**config.mk**
```make
export PLATFORM = sky130hd
export DESIGN_NAME = ose_cell
export DESIGN_NICKNAME = d
export VERILOG_FILES = /design/src/design/ose_pkg.sv /design/src/design/ose_cell.sv
export SDC_FILE = /design/constraint.sdc
export NUM_CORES = 1
export LEC_CHECK = 0
export BUFFER_PORTS_ARGS = -buffer_cell sky130_fd_sc_hd__buf_2
export CORE_AREA = 2 2 159 161
export CTS_BUF_LIST = sky130_fd_sc_hd__clkbuf_2
export DETAILED_ROUTE_END_ITERATION = 10
export DIE_AREA = 0 0 161 163
export PLACE_DENSITY_LB_ADDON = 0.15
export SYNTH_ARGS = -nofsm -noshare
export SYNTH_HDL_FRONTEND = slang
export SYNTH_SLANG_ARGS = --single-unit
export TNS_END_PERCENT = 100
```
**constraint.sdc**
```tcl
create_clock -name clk -period 7.9 [get_ports clk]
set_input_delay 0.395 -clock clk [delete_from_list [all_inputs] [get_ports clk]]
set_output_delay 0.395 -clock clk [all_outputs]
set_load 0.05 [all_outputs]
```
**src/design/ose_pkg.sv**
```systemverilog
// Shared types and constants for the ordered set engine.
package ose_pkg;

    localparam int KEY_W        = 64;
    localparam int FUNC_W       = 3;
    localparam int CNT_OUT_W    = 7;
    localparam int DEF_CAPACITY = 64;

    localparam logic [FUNC_W-1:0] FUNC_INSERT   = 3'd0;
    localparam logic [FUNC_W-1:0] FUNC_REMOVE   = 3'd1;
    localparam logic [FUNC_W-1:0] FUNC_CONTAINS = 3'd2;
    localparam logic [FUNC_W-1:0] FUNC_MIN      = 3'd3;
    localparam logic [FUNC_W-1:0] FUNC_MAX      = 3'd4;
    localparam logic [FUNC_W-1:0] FUNC_CLEAR    = 3'd5;

    // broadcast from the controller to every cell
    typedef struct packed {
        logic             capture;   // register compare flags against cmp_key
        logic             ins_en;    // apply an insert of wr_key
        logic             rem_en;    // apply a remove of wr_key
        logic [KEY_W-1:0] cmp_key;
        logic [KEY_W-1:0] wr_key;
    } cell_ctrl_t;

    // per-cell compare status, registered at capture
    typedef struct packed {
        logic below;   // occupied and entry < key
        logic ge;      // occupied and entry >= key
        logic match;   // occupied and entry == key
        logic tail;    // last occupied cell
    } cell_flags_t;

endpackage

```
**src/design/ose_cell.sv**
```systemverilog
// One cell of the sorted row: holds one entry, compares it, shifts with neighbors.
module ose_cell
    import ose_pkg::*;
#(
    parameter int IDX = 0,
    parameter int CW  = 7
)
(
    input  logic             clk,
    input  cell_ctrl_t       ctrl,
    input  logic [CW-1:0]    count,
    input  logic [KEY_W-1:0] left_entry,
    input  cell_flags_t      left_flags,
    input  logic [KEY_W-1:0] right_entry,
    output logic [KEY_W-1:0] entry,
    output cell_flags_t      flags,
    output logic [KEY_W-1:0] tail_value
);

    localparam logic [CW-1:0] IDX_C  = CW'(IDX);
    localparam logic [CW-1:0] IDX_P1 = CW'(IDX + 1);

    logic [KEY_W-1:0] entry_reg;
    logic [KEY_W-1:0] entry_next;
    cell_flags_t      flags_reg;
    cell_flags_t      flags_next;
    logic             occupied;

    assign occupied = (IDX_C < count);

    always_comb
    begin
        flags_next       = flags_reg;
        if (ctrl.capture)
        begin
            flags_next.below = occupied && (entry_reg < ctrl.cmp_key);
            flags_next.ge    = occupied && !(entry_reg < ctrl.cmp_key);
            flags_next.match = occupied && (entry_reg == ctrl.cmp_key);
            flags_next.tail  = (IDX_P1 == count);
        end
    end

    always_comb
    begin
        entry_next = entry_reg;
        if (ctrl.ins_en)
        begin
            // new key lands at the first cell not below it; higher cells move up
            if (!flags_reg.below && left_flags.below)
            begin
                entry_next = ctrl.wr_key;
            end
            else if (left_flags.ge)
            begin
                entry_next = left_entry;
            end
        end
        else if (ctrl.rem_en)
        begin
            if (flags_reg.ge)
            begin
                entry_next = right_entry;
            end
        end
    end

    always_ff @(posedge clk)
    begin
        entry_reg <= entry_next;
        flags_reg <= flags_next;
    end

    assign entry      = entry_reg;
    assign flags      = flags_reg;
    assign tail_value = flags_reg.tail ? entry_reg : '0;

endmodule

```
==> impl_metrics.ini <==
[place]
port_buffers = 400
placed_cell_area_sq_um = 7819
dp.final_hpwl_mm = 16.81
place_congestion = 0.7571
dp_slack_ns = 4.877
dp.cells = 1298

[final_layout]
final_area_sq_um = 7894
syn_to_final_growth_pct = 44.67
drive_above_1_share = 0.4344
final_nets = 1314
largest_reg_flops = 64
final_cell_count_no_fill = 1314
fillers = 2697

[synthesis]
post-synth-top-area-fraction = 0.3742
synthArstFlopShare = 0
yosysUniqueCellTypes = 34
synth_area_leader_cell = edfxtp_1
syn_inst = 591
avgSynthCellArea_sq_um = 9.233
synth_area_sq_um = 5456
synth_fp_nets = 926
yosys-top-cells-area = edfxtp_1 37%, ha_1 15%, mux2i_1 12%
seq_area_frac_synth = 0.3742
synth_edf_count = 68
synthFlopType = edfxtp_1
synth_warnings = 0
synth_seq_cells = 68

[routing]
routed_wl_mm = 20.17
first_pass_iters = 4
ant_nets = 0
avgRoutedWirePerCell_um = 15.35
vias = 5522
drc = 0
vias_per_cell = 4.202
first_iter_violations = 133

[floorplan]
die_h_um = 163
start_util = 0.2211
io_pins = 403
core-area_sq_um = 24670
dieArea_sq_um = 26240
die_w_um = 161
rows = 58

[grt]
first_global_vias = 5308
grt_max_degree = 68
grt_antenna_before_repair = 1
grt-ovfl-total = 0
grt_pass1_wl_mm = 29.13
grtUsageTotal = 0.1462

[critical_path]
critPathRequiredTime_ns = 7.51
worst_path_dominant_cell_family = flip-flops
slowest_stage = edfxtp_1
cp_cell_sequence = buf_4 > and2_1 > buf_2
cp-end-kind = output port
worstPathArrival_ns = 2.54
crit_buf_inv = 2
critPathKind = reg2out
path_max_fanout = 34
slowest_delay_ns = 1.08
worstSetupStartpointType = flip-flop

[sta]
rsz0062_at_grt = false
worst_pin_slew_ns = 1.073
setup_viol = 0
min_period_over_period = 0.3720
finalHoldViolations = 0
finalCriticalPeriod_ns = 2.939
tns_ns = 0
final_max_slew_viol_count = 0
holdWs_ns = 0.1136
fmax_ghz = 0.3402
finClkSkew_ns = 0.02240
relSlewSlack = 0.2832
fin_ws_ns = 4.961

[clock_network]
cts_setup_buffers = 0
cts_resized = 0
clk_path_buf_depth = 2
hold_buffers = 0
clock-sinks = 68
clock_latency_ns = 0.53
cts_root_buf = clkbuf_2
cts_tree = yes
h-tree-depth = 3
numCtsBuffers = 9
clkTransAtPathRegs_ns = 0.20

[job]
cap_violations = 0

[run_status]
outcome = finished clean

[hold_path]
min_path_type = in2reg

[pwr]
power_density_nw_per_um2 = 153.0
p_leak_nw = 4.034
irDropWorstVdd_v = 0.00005803
## worst paths after layout
check	from	end	slack (ns)	depth (start not counted)
min reg2reg	entry[2]	flags[1]	0.93	3
max reg2reg	entry[61]	flags[3]	5.08	7
min	ctrl[130]	flags[1]	0.11	1
max	flags[0]	tail_value[36]	4.96	3
## per-stage QoR
step | total power (W) | utilization
after floorplan | 0.0008666 | -
after global placement | 0.001046 | 0.3169
after detailed placement | 0.001049 | 0.3169
after CTS | 0.001237 | 0.3198
after global routing | 0.001289 | 0.3199
final | 0.001208 | 0.3199
## kinds of logic (layout without fill, tap and decap cells)
family	Yosys count	count (layout)	share of synthesized area
other	0	1	0
buffers and inverters	94	486	0.06581
muxes	64	64	0.1174
and+or+nand+nor	185	185	0.1818
AOI/OAI and AO/OA	116	116	0.1140
adders and majority gates	64	64	0.1468
DFF	68	68	0.3742
## report_power, final
group	leakage, nW	switching [W]	internal [W]
logic	3.32	0.000374	0.000179
clock network	0.0567	0.000135	0.0000394
registers	0.655	0.0000351	0.000446
## synthesized netlist by cell type, types with 3 or more instances
cell type,instances
a21oi_1,92
nor2_1,69
edfxtp_1,68
inv_1,66
and2_1,64
ha_1,64
mux2i_1,64
clkbuf_1,20
nand2_1,15
nand4_1,11
nand3_1,8
buf_2,5
nor3_1,5
o21ai_0,5
a21o_1,4
o21ai_1,4
a221oi_1,3
buf_1,3
## per-layer routing
metal,GRT usage,vias up,part of all wire,wire length (um)
li1,-,2863,-,-
met1,0.1710,2435,0.41,8243
met2,0.2694,212,0.51,10370
met3,0.03005,12,0.065,1309
met4,0.04221,0,0.012,242
met5,0,-,0,0
## layout make-up
| class | instances | area [sq um] | share of cell area |
|---|---|---|---|
| Multi-Input combinational cell | 429 | 3074 | 0.3894 |
| Sequential cell | 68 | 2042 | 0.2587 |
| Timing Repair Buffer | 405 | 2042 | 0.2587 |
| Tap cell | 330 | 412.9 | 0.05231 |
| Inverter | 66 | 247.7 | 0.03138 |
| Clock buffer | 11 | 55.05 | 0.006974 |
| Clock inverter | 4 | 17.52 | 0.002219 |
| Antenna cell | 1 | 2.502 | 0.0003170 |
## cells in the final DEF, fill, tap and decap left out, drive strengths merged, types with 11 or more instances in the layout
master  netlist  layout
a21oi        92      92
and2         64      64
buf           8     405
clkbuf       20      11
edfxtp       68      68
ha           64      64
inv          66      66
mux2i        64      64
nand2        15      15
nand4        14      14
nor2         69      69
(Power assumes the default switching activity.)
